## config.mk

```make
export PLATFORM = sky130hd
export DESIGN_NAME = midi_track_event_serializer
export DESIGN_NICKNAME = d
export VERILOG_FILES = /design/src/rtl/core/mtes_pkg.sv /design/src/rtl/core/midi_track_event_serializer.sv
export SDC_FILE = /design/constraint.sdc
export NUM_CORES = 1
export LEC_CHECK = 0
export BUFFER_PORTS_ARGS = -buffer_cell sky130_fd_sc_hd__clkbuf_2
export CORE_MARGIN = 5
export CORE_UTILIZATION = 25
export DETAILED_ROUTE_END_ITERATION = 10
export GPL_ROUTABILITY_DRIVEN = 0
export PLACE_DENSITY = 0.46
export SLEW_MARGIN = 30
export SYNTH_ARGS = -nofsm -noshare
export SYNTH_HDL_FRONTEND = slang
export SYNTH_SLANG_ARGS = --single-unit
```

## constraint.sdc

```tcl
create_clock -name clk -period 4 [get_ports clk]
set_input_delay 1.2 -clock clk [delete_from_list [all_inputs] [get_ports clk]]
set_output_delay 1.2 -clock clk [all_outputs]
set_load 0.005 [all_outputs]
```

## src/rtl/core/mtes_pkg.sv

```systemverilog
// Package: item types and event action codes for the MIDI track event serializer.
package mtes_pkg;

  localparam logic [2:0] ACT_NOTE_ON   = 3'd0;
  localparam logic [2:0] ACT_NOTE_OFF  = 3'd1;
  localparam logic [2:0] ACT_PROGRAM   = 3'd2;
  localparam logic [2:0] ACT_TEMPO     = 3'd3;
  localparam logic [2:0] ACT_END_TRACK = 3'd4;

  localparam int unsigned MAX_BYTES = 7;

  typedef struct packed {
    logic [2:0]  action;
    logic [27:0] delta_time;
    logic [3:0]  channel;
    logic [6:0]  key;
    logic [6:0]  velocity;
    logic [6:0]  program_req;
    logic [23:0] quarter_us;
  } in_item_t;

  typedef struct packed {
    logic [7:0] out_byte;
    logic       last;
  } out_item_t;

endpackage

```

## src/rtl/core/midi_track_event_serializer.sv

```systemverilog
// Top level: serializes one MIDI track event into its Standard MIDI File bytes.
//
//  channel | ports                         | moves
//  --------+-------------------------------+------------------------------------------
//  input   | in_valid, in_ready, in_data   | one track event per item
//  result  | out_valid, out_ready, out_data| one file byte per item, last flags the end
//
// An event is expanded into a byte buffer in the cycle it is accepted; the
// buffer then feeds the output register at one byte per cycle unless the
// output stalls. An event has 3 to 7 bytes (4 to 7 for notes, 7 for tempo).
// The next event is taken in the cycle its predecessor's last byte moves to the
// output register, so events run back to back. Unknown action codes are
// accepted and dropped. Reset (rst_n, synchronous, active low) empties the
// buffer and output register. A stalled output holds its byte and backs up
// through the buffer to in_ready.
module midi_track_event_serializer (
  input  logic                clk,
  input  logic                rst_n,
  input  logic                in_valid,
  output logic                in_ready,
  input  mtes_pkg::in_item_t  in_data,
  output logic                out_valid,
  input  logic                out_ready,
  output mtes_pkg::out_item_t out_data
);
  import mtes_pkg::*;

  // byte buffer holding the expanded event
  logic [7:0] buf_r [MAX_BYTES];
  logic [7:0] buf_nxt [MAX_BYTES];
  logic [2:0] idx_r;        // next byte to hand over
  logic [2:0] last_idx_r;   // index of the event's final byte
  logic [2:0] last_idx_nxt;
  logic       buf_valid_r;
  logic       evt_ok;       // action code is a known one

  // output register
  logic       out_valid_r;
  out_item_t  out_r;

  logic       out_load;     // output register may take a new byte
  logic       buf_pop;      // a buffered byte moves to the output register
  logic       buf_done;     // that byte is the event's last one
  logic       in_acc;

  // delta-time groups, most significant first
  logic [6:0] g3, g2, g1, g0;
  logic [7:0] status;

  assign out_load = !out_valid_r || out_ready;
  assign buf_pop  = buf_valid_r && out_load;
  assign buf_done = buf_pop && (idx_r == last_idx_r);
  assign in_ready = !buf_valid_r || buf_done;
  assign in_acc   = in_valid && in_ready;

  assign g3 = in_data.delta_time[27:21];
  assign g2 = in_data.delta_time[20:14];
  assign g1 = in_data.delta_time[13:7];
  assign g0 = in_data.delta_time[6:0];

  assign status = {(in_data.action == ACT_NOTE_ON) ? 4'h9 : 4'h8, in_data.channel};

  // Expand the incoming event into bytes; unused slots are left as zero.
  always_comb begin
    for (int k = 0; k < MAX_BYTES; k++) begin
      buf_nxt[k] = 8'h00;
    end
    last_idx_nxt = 3'd0;
    evt_ok       = 1'b1;
    case (in_data.action)
      ACT_NOTE_ON, ACT_NOTE_OFF: begin
        if (g3 != 7'd0) begin
          // four-byte delta
          buf_nxt[0] = {1'b1, g3};
          buf_nxt[1] = {1'b1, g2};
          buf_nxt[2] = {1'b1, g1};
          buf_nxt[3] = {1'b0, g0};
          buf_nxt[4] = status;
          buf_nxt[5] = {1'b0, in_data.key};
          buf_nxt[6] = {1'b0, in_data.velocity};
          last_idx_nxt = 3'd6;
        end else if (g2 != 7'd0) begin
          buf_nxt[0] = {1'b1, g2};
          buf_nxt[1] = {1'b1, g1};
          buf_nxt[2] = {1'b0, g0};
          buf_nxt[3] = status;
          buf_nxt[4] = {1'b0, in_data.key};
          buf_nxt[5] = {1'b0, in_data.velocity};
          last_idx_nxt = 3'd5;
        end else if (g1 != 7'd0) begin
          buf_nxt[0] = {1'b1, g1};
          buf_nxt[1] = {1'b0, g0};
          buf_nxt[2] = status;
          buf_nxt[3] = {1'b0, in_data.key};
          buf_nxt[4] = {1'b0, in_data.velocity};
          last_idx_nxt = 3'd4;
        end else begin
          buf_nxt[0] = {1'b0, g0};
          buf_nxt[1] = status;
          buf_nxt[2] = {1'b0, in_data.key};
          buf_nxt[3] = {1'b0, in_data.velocity};
          last_idx_nxt = 3'd3;
        end
      end
      ACT_PROGRAM: begin
        buf_nxt[1] = {4'hC, in_data.channel};
        buf_nxt[2] = {1'b0, in_data.program_req};
        last_idx_nxt = 3'd2;
      end
      ACT_TEMPO: begin
        // meta event FF 51 03 then 24-bit tempo, big-endian
        buf_nxt[1] = 8'hFF;
        buf_nxt[2] = 8'h51;
        buf_nxt[3] = 8'h03;
        buf_nxt[4] = in_data.quarter_us[23:16];
        buf_nxt[5] = in_data.quarter_us[15:8];
        buf_nxt[6] = in_data.quarter_us[7:0];
        last_idx_nxt = 3'd6;
      end
      ACT_END_TRACK: begin
        // meta event FF 2F 00
        buf_nxt[1] = 8'hFF;
        buf_nxt[2] = 8'h2F;
        last_idx_nxt = 3'd3;
      end
      default: begin
        evt_ok = 1'b0;   // unknown action: item dropped
      end
    endcase
  end

  // buffer control
  always_ff @(posedge clk) begin
    if (!rst_n) begin
      buf_valid_r <= 1'b0;
      idx_r       <= 3'd0;
    end else if (in_acc) begin
      buf_valid_r <= evt_ok;
      idx_r       <= 3'd0;
    end else if (buf_done) begin
      buf_valid_r <= 1'b0;
    end else if (buf_pop) begin
      idx_r <= idx_r + 3'd1;
    end
  end

  // buffer payload
  always_ff @(posedge clk) begin
    if (in_acc) begin
      for (int k = 0; k < MAX_BYTES; k++) begin
        buf_r[k] <= buf_nxt[k];
      end
      last_idx_r <= last_idx_nxt;
    end
  end

  // output register
  always_ff @(posedge clk) begin
    if (!rst_n) begin
      out_valid_r <= 1'b0;
    end else if (out_load) begin
      out_valid_r <= buf_valid_r;
    end
  end

  always_ff @(posedge clk) begin
    if (buf_pop) begin
      out_r.out_byte <= buf_r[idx_r];
      out_r.last     <= (idx_r == last_idx_r);
    end
  end

  assign out_valid = out_valid_r;
  assign out_data  = out_r;

  // a non-final byte leaving means the rest of its event is still buffered
  a_rest_buffered: assert property (@(posedge clk) disable iff (!rst_n)
    (out_valid && out_ready && !out_data.last) |-> buf_valid_r)
    else $error("event bytes lost after non-final byte");

  // the buffer index never runs past the event's final byte
  a_idx_bound: assert property (@(posedge clk) disable iff (!rst_n)
    buf_valid_r |-> (idx_r <= last_idx_r))
    else $error("buffer index beyond last byte");

  // a known event fills the buffer at its first byte
  a_load: assert property (@(posedge clk) disable iff (!rst_n)
    (in_acc && evt_ok) |=> (buf_valid_r && idx_r == 3'd0))
    else $error("accepted event not buffered");

  // a new item is only taken while the buffer is empty or draining its last byte
  a_no_overrun: assert property (@(posedge clk) disable iff (!rst_n)
    (in_acc && buf_valid_r) |-> buf_done)
    else $error("event accepted over a pending one");

endmodule
```

---- Word level (Yosys, flattened, before mapping) ----
Memories as Yosys holds them, arrays and structs flattened. A register that Yosys moved wholly into a read port is not among the register bits.
Index checks and enable logic that the tools add are counted.
cells by class
  $add $sub $neg .......................... 1
  equality and inequality tests ........... 5
  reduce and logical (&&, ||, !) cells .... 16
  bitwise logic cells ..................... 2
  muxes and demuxes ....................... 19
operators by type and width
  cell                   count
  $pmux W16 S4           1
  $pmux W32 S2           1
  $mux W48               1
  $mux W40               1
  $mux W32               1
  $mux W7                3
  $reduce_bool A7 Y1     3
  $pmux W3 S4            1
  $mux W3                3
  $mux W8                1
  $eq A3 B2 Y1 const B   2
  $mux W1                6
  $reduce_or A5 Y1       1
  $reduce_or A2 Y1       2
  $add A3 B1 Y3 const B  1
  $eq A3 B1 Y1 const B   1
  $eq A3 B3 Y1           1
  $eq A3 B3 Y1 const B   1
  $logic_and A1 B1 Y1    3
  $logic_not A3 Y1       1
  $logic_not A1 Y1       2
  $logic_or A1 B1 Y1     2
  $not A1 Y1             2
  $reduce_and A2 Y1      1
  $reduce_bool A2 Y1     1
word-level totals
  output and inout bits ................... 11
  word-level logic and storage cells ...... 49
  input bits .............................. 84
  memories ................................ 1
  register bits after elaboration ......... 9
  bits in writable memories ............... 56
memory list
  name   words  bits a word  read ports  clocked after Yosys merged registers in  write ports  line                               text
  buf_r  7      8            1           1                                        7            midi_track_event_serializer.sv:29  logic [7:0] buf_r [MAX_BYTES];

---- Depth between registers and ports, before layout ----
Gate-level depths: netlist (run 1).
  depth in word-level cells ............... 8
  depth in mapped cells ................... 7
  depth with buffers taken out ............ 4

---- Worst setup path before layout (run 1) ----
OpenSTA, ideal clock, no wires.
  path kind ............................... input -> register
  from .................................... in out_ready
  to ...................................... mem buf_r[0][0], enable pin
  data arrival time ....................... 3.316 ns
  data required time ...................... 3.577 ns
  path buffers ............................ 0
  setup slack ............................. 0.261 ns
  stages .................................. 3
  setup time .............................. 0.423 ns
  path through ............................ nor2b_1 -> o41ai_1 -> and2_1
RTL lines
  what             line                               text
  start, declared  midi_track_event_serializer.sv:23  input logic out_ready,
  end, declared    midi_track_event_serializer.sv:29

---- Worst setup path in the final report (run 1) ----
  from .................................... in out_ready
  to ...................................... out in_ready
between the ends
  longest elaborated chain between the ends .. 4
ends and longest elaborated chain
  what                 line                               text
  $logic_or A1 B1 Y1   midi_track_event_serializer.sv:50  assign out_load = !out_valid_r || out_ready;
  $logic_and A1 B1 Y1  midi_track_event_serializer.sv:51  assign buf_pop = buf_valid_r && out_load;
  $logic_and A1 B1 Y1  midi_track_event_serializer.sv:52  assign buf_done = buf_pop && (idx_r == last_idx_r);
  $logic_or A1 B1 Y1   midi_track_event_serializer.sv:53  assign in_ready = !buf_valid_r || buf_done;
  end, declared        midi_track_event_serializer.sv:20  output logic in_ready,
No other way between the ends.

==> flow_summary.toml, run 1 <==
[status]
status = "finished, final reports clean"

[yosys]
yosysSeqAreaShare_pct = 51.8
async_flop_share_pct = 0
synth-main-ff-cell = "edfxtp_1"
netlist_area_um2 = 4130
ys_top_cells_by_count = "edfxtp_1, nand2_1, o21ai_0"
yosysTopAreaCell = "edfxtp_1"
synth_most_common_cell = "edfxtp_1"
avgSynthCellArea_um2 = 11.5
ys_ff_latch = 73
syn_nets = 446
syn_inst = 361
synth.distinct_cells = 56
synthTopCellsByArea = "edfxtp_1, mux4_2, a221o_1, o21ai_0, nand2_1"
synth.top_cell.area_share_pct = 49.4
synth_edf_count = 68
yosys_warnings = 0

[finish]
fin_area_um2 = 5170
fin_nets = 538
antenna_cells = 0
final_util_pct = 31.5
drive_gt1_share_pct = 32.3
area_growth_pct = 25.0
fillerInstances = 1684

[global_routing]
grt_overflow_total = 0
track_usage_pct = 14.8
grt_pass1_wl_um = 22000
antenna_found_initial = 2
grt_max_degree = 60
grt_pass1_vias = 3792

[setup_path]
cp_max_fo = 4
crit_start = "out_ready"
rrSetupSlack_ps = 1580
crit_top_cell = "clkbuf_2"
crit_buf_inv = 2
r2r-start = "idx_r[0]"
crit_required_ps = 2800
crit_family = "compound AO/OA/AOI/OAI gates"
cpPeakStageDelay_ps = 650
crit_path_end_kind = "primary output"
reg2regPathDepth = 5
cp_cell_sequence = "clkbuf_2 -> nor2b_1 -> o41ai_1 -> clkbuf_2"
start_kind = "input port"
crit_slowest_cell = "o41ai_1"
critical_path_arrival_ps = 2220
crit_type = "input port to primary output"
timing.rr.end = "buf_r[1][1]"

[clock_network]
cts.sinks = 73
hold_buffers = 0
cts_max_level = 3
root_buffer = "clkbuf_16"
cts_resized = 0
clock_latency_ps = 340
clockBufferDepth = 2
cts_buffers = 9
postCtsSetupRepairBufs = 0
cts_tree = "done"
clkTransAtPathRegs_ps = 60

[floorplanning]
start_util_pct = 25.2
rows = 47
die_h_um = 139
core_area_um2 = 16400
io_pins = 95
die-area_um2 = 19200
fp.dieW_um = 139

[route]
drt_iter0_drc = 181
wl_per_cell_um = 20.7
finalWirelength_um = 14000
num_vias = 3503
via_per_inst = 5.17
drc_errors = 0
first_pass_iters = 4
drtAntennaViolNets = 0

[place]
dp_hpwl_um = 10100
dpl_cell_area_um2 = 4890
post-place-ws_ps = 555
io_buffers = 94

[flow_run]
drv_cap = 0

[sta]
slew_violations = 0
min_period_over_period_pct = 85.6
fin_ws_ps = 576
finalSetupViolCount = 0
slew_headroom_pct = 41.3
clock.fmax_mhz = 292
layout_min_cycle_time_ps = 3420
tns_ps = 0
rsz0062_at_grt = "false"
fin_skew_ps = 7.61
hold_viol = 0
worst_pin_slew_ps = 881

[power]
leakage_nw = 1.96
pwr-share-seq_pct = 47.0
max-vdd-ir-drop_mv = 0.214
switching_share_pct = 23.8
comb_power_share_pct = 12.9
p_total_mw = 1.95
p_int_mw = 1.49
switching_power_uw = 465
clkPwrFrac_pct = 40.1
power_density_nw_per_um2 = 378

[hold_path]
hold_start = "buf_valid_r"
hold_depth = 1
min_path_type = "flop to flop"
min_to = "out_valid"
logic make-up after synthesis:
family / share of synthesized area, %
flip-flops: 51.8
XOR/XNOR: 0.847
multiplexers: 8.72
AO/OA/AOI/OAI: 21.7
AND/OR/NAND/NOR: 12.8
buffers and inverters: 3.81
adder cells (fa/ha/maj): 0.303
area by class of cell:
cell class,instances,area (µm²),share of cell area (%)
timing repair buffer,110,603,11.7
tap,220,275,5.33
clock inverter,5,46.3,0.896
sequential,73,2140,41.5
clock buffer,11,233,4.50
multi-input combinational,252,1840,35.6
inverter,7,26.3,0.508
flip-flops by register name (all words and copies together), names as in the netlist:
| signal | cells |
|---|---|
| buf_valid_r | 1 |
| buf_r | 56 |
| out_data | 9 |
| idx_r | 3 |
| last_idx_r | 3 |
| out_valid | 1 |
layer usage:
metal / part of all wire (%) / wire [µm] / track usage [%] / up-vias
met3: 7.4 / 1040 / 5.10 / 24
met4: 1.3 / 184 / 4.52 / 4
met5: 0.16 / 23 / 0 / -
met2: 46 / 6510 / 23.3 / 124
li1: - / - / - / 1629
met1: 45 / 6290 / 19.3 / 1722
worst reg2reg max path: cells and delay by family, from the launching register on:
kind	cells	cell delay, ps
flip-flops	1	300
AND/OR/NAND/NOR	1	290
XOR/XNOR	1	180
AO/OA/AOI/OAI	1	630
buffers and inverters	2	630
metrics by stage:
step	std cells	hold slack, ps
finish	678	513
global route	678	531
CTS	678	513
detailed placement	662	501
global placement	662	497
floorplan	361	475
layout by cell type (no fill, tap or decap), types with 7 or more instances in the layout:
cell type / count
a21oi_1: 13
a221o_1: 14
a221oi_1: 9
a22o_1: 10
a22oi_1: 13
buf_4: 15
clkbuf_16: 9
clkbuf_2: 94
edfxtp_1: 68
inv_1: 7
mux2_2: 8
mux2i_1: 9
mux4_2: 8
nand2_1: 30
nand3_1: 16
nor2_1: 15
o21ai_0: 23
power groups by stage:
stage	Clock (mW)	Sequential (mW)	Combinational (mW)
6_report	0.782	0.918	0.252
5_1_grt	0.836	0.922	0.279
3_3_place_gp	0	0.933	0.253
2_1_floorplan	0	0.932	0.133
3_5_place_dp	0	0.935	0.255
4_1_cts	0.806	0.919	0.256
worst max path at each step:
stage / slack [ps] / depth (start not counted) / to
final: 580 / 4 / in_ready
after global routing: 530 / 4 / in_ready
after CTS: 550 / 4 / in_ready
after detailed placement: 550 / 4 / in_ready
after global placement: 690 / 6 / buf_r[2][5]
after floorplan: 260 / 3 / buf_r[0][0]
Power figures use the tool's default switching activity.
==> inputs of run 2 (changes only) <==
- CTS_BUF_LIST: default -> sky130_fd_sc_hd__clkbuf_4 sky130_fd_sc_hd__clkbuf_8
==> flow_summary.toml, run 2 (same netlist as run 1, synthesis figures left out) <==
[status]
status = "finished, final reports clean"

[clock_network]
clockBufferDepth = 2
cts_buffers = 9
cts_max_level = 3
cts_resized = 0
clock_latency_ps = 370
postCtsSetupRepairBufs = 0
clkTransAtPathRegs_ps = 70
cts_tree = "done"
cts.sinks = 73
hold_buffers = 0
root_buffer = "clkbuf_8"

[finish]
antenna_cells = 0
final_cell_mix = "clkbuf_2, edfxtp_1, nand2_1, o21ai_0, nand3_1"
final_util_pct = 30.9
largest_register_ffs = 56
fin_nets = 538
area_growth_pct = 22.7
fillerInstances = 1688
final_common_cell = "clkbuf_2"
largest_register = "buf_r"
drive_gt1_share_pct = 32.8

[global_routing]
grt_pass1_vias = 3760
grt_max_degree = 60
grt_overflow_total = 0
grt_pass1_wl_um = 21900
track_usage_pct = 14.8
antenna_found_initial = 2

[hold_path]
min_path_type = "flop to flop"
hold_depth = 1
min_to = "out_valid"
hold_start = "buf_valid_r"

[route]
drt_iter0_drc = 175
first_pass_iters = 4
finalWirelength_um = 14000
drc_errors = 0
via_per_inst = 5.10
drtAntennaViolNets = 0
num_vias = 3455
wl_per_cell_um = 20.7

[sta]
tns_ps = 0
slew_headroom_pct = 40.8
fin_ws_ps = 575
slew_violations = 0
clock.fmax_mhz = 292
worst_pin_slew_ps = 888
layout_min_cycle_time_ps = 3420
hold_viol = 0
fin_skew_ps = 9.53
finalSetupViolCount = 0
min_period_over_period_pct = 85.6
rsz0062_at_grt = "false"

[setup_path]
crit_type = "input port to primary output"
crit_top_cell = "clkbuf_2"
timing.rr.end = "buf_r[5][0]"
crit_slowest_cell = "o41ai_1"
rrSetupSlack_ps = 1570
cp_max_fo = 4
r2r-start = "idx_r[0]"
cpPeakStageDelay_ps = 660
crit_required_ps = 2800
crit_path_end_kind = "primary output"
start_kind = "input port"
cp_cell_sequence = "clkbuf_2 -> nor2b_1 -> o41ai_1 -> clkbuf_2"
reg2regPathDepth = 5
critical_path_arrival_ps = 2220

[power]
p_total_mw = 1.74
power_density_nw_per_um2 = 343
leakage_nw = 1.92
max-vdd-ir-drop_mv = 0.127

[floorplanning]
rows = 47
fp.dieW_um = 139
die_h_um = 139
die-area_um2 = 19200
start_util_pct = 25.2
io_pins = 95
core_area_um2 = 16400

[flow_run]
drv_cap = 0

[place]
post-place-ws_ps = 555
io_buffers = 94
dp_hpwl_um = 10100
-- run 2: stage by stage --
step | hold slack (ps) | instance area (µm²) | cells
CTS | 517 | 5070 | 678
global route | 535 | 5070 | 678
finish | 516 | 5070 | 678
detailed placement | 501 | 4890 | 662
floorplan | 475 | 4130 | 361
global placement | 497 | 4890 | 662
-- run 2: cell type report --
| class | instances | area (µm²) | area share (%) |
|---|---|---|---|
| tap | 220 | 275 | 5.43 |
| multi-input combinational | 252 | 1840 | 36.3 |
| sequential | 73 | 2140 | 42.2 |
| inverter | 7 | 26.3 | 0.518 |
| clock buffer | 11 | 139 | 2.74 |
| timing repair buffer | 110 | 603 | 11.9 |
| clock inverter | 5 | 46.3 | 0.912 |
-- run 2: worst max path at each step --
| stage | slack, ps | depth (start not counted) | endpoint | from |
|---|---|---|---|---|
| final | 580 | 4 | in_ready | out_ready |
| after global routing | 530 | 4 | in_ready | out_ready |
| after CTS | 550 | 4 | in_ready | out_ready |
| after detailed placement | 550 | 4 | in_ready | out_ready |
| after global placement | 690 | 6 | buf_r[2][5] | in_data[78] |
| after floorplan | 260 | 3 | buf_r[0][0] | out_ready |
-- run 2: layer usage --
| layer | GRT usage, % | up-vias | routed length (µm) | part of all wire [%] |
|---|---|---|---|---|
| li1 | - | 1628 | - | - |
| met1 | 19.7 | 1685 | 6310 | 45 |
| met2 | 23.1 | 118 | 6570 | 47 |
| met3 | 4.00 | 20 | 946 | 6.7 |
| met4 | 5.51 | 4 | 184 | 1.3 |
| met5 | 0 | - | 24 | 0.17 |
-- run 2: critical path, delay by kind of cell --
family | cells | cell delay [ps]
buffers and inverters | 2 | 320
AND/OR/NAND/NOR | 1 | 50
AO/OA/AOI/OAI | 1 | 660
-- run 2: where the power goes --
group | leakage, nW | switching [mW] | internal, mW
Sequential | 0.711 | 0.0146 | 0.902
Combinational | 1.11 | 0.144 | 0.109
Clock | 0.0967 | 0.278 | 0.295
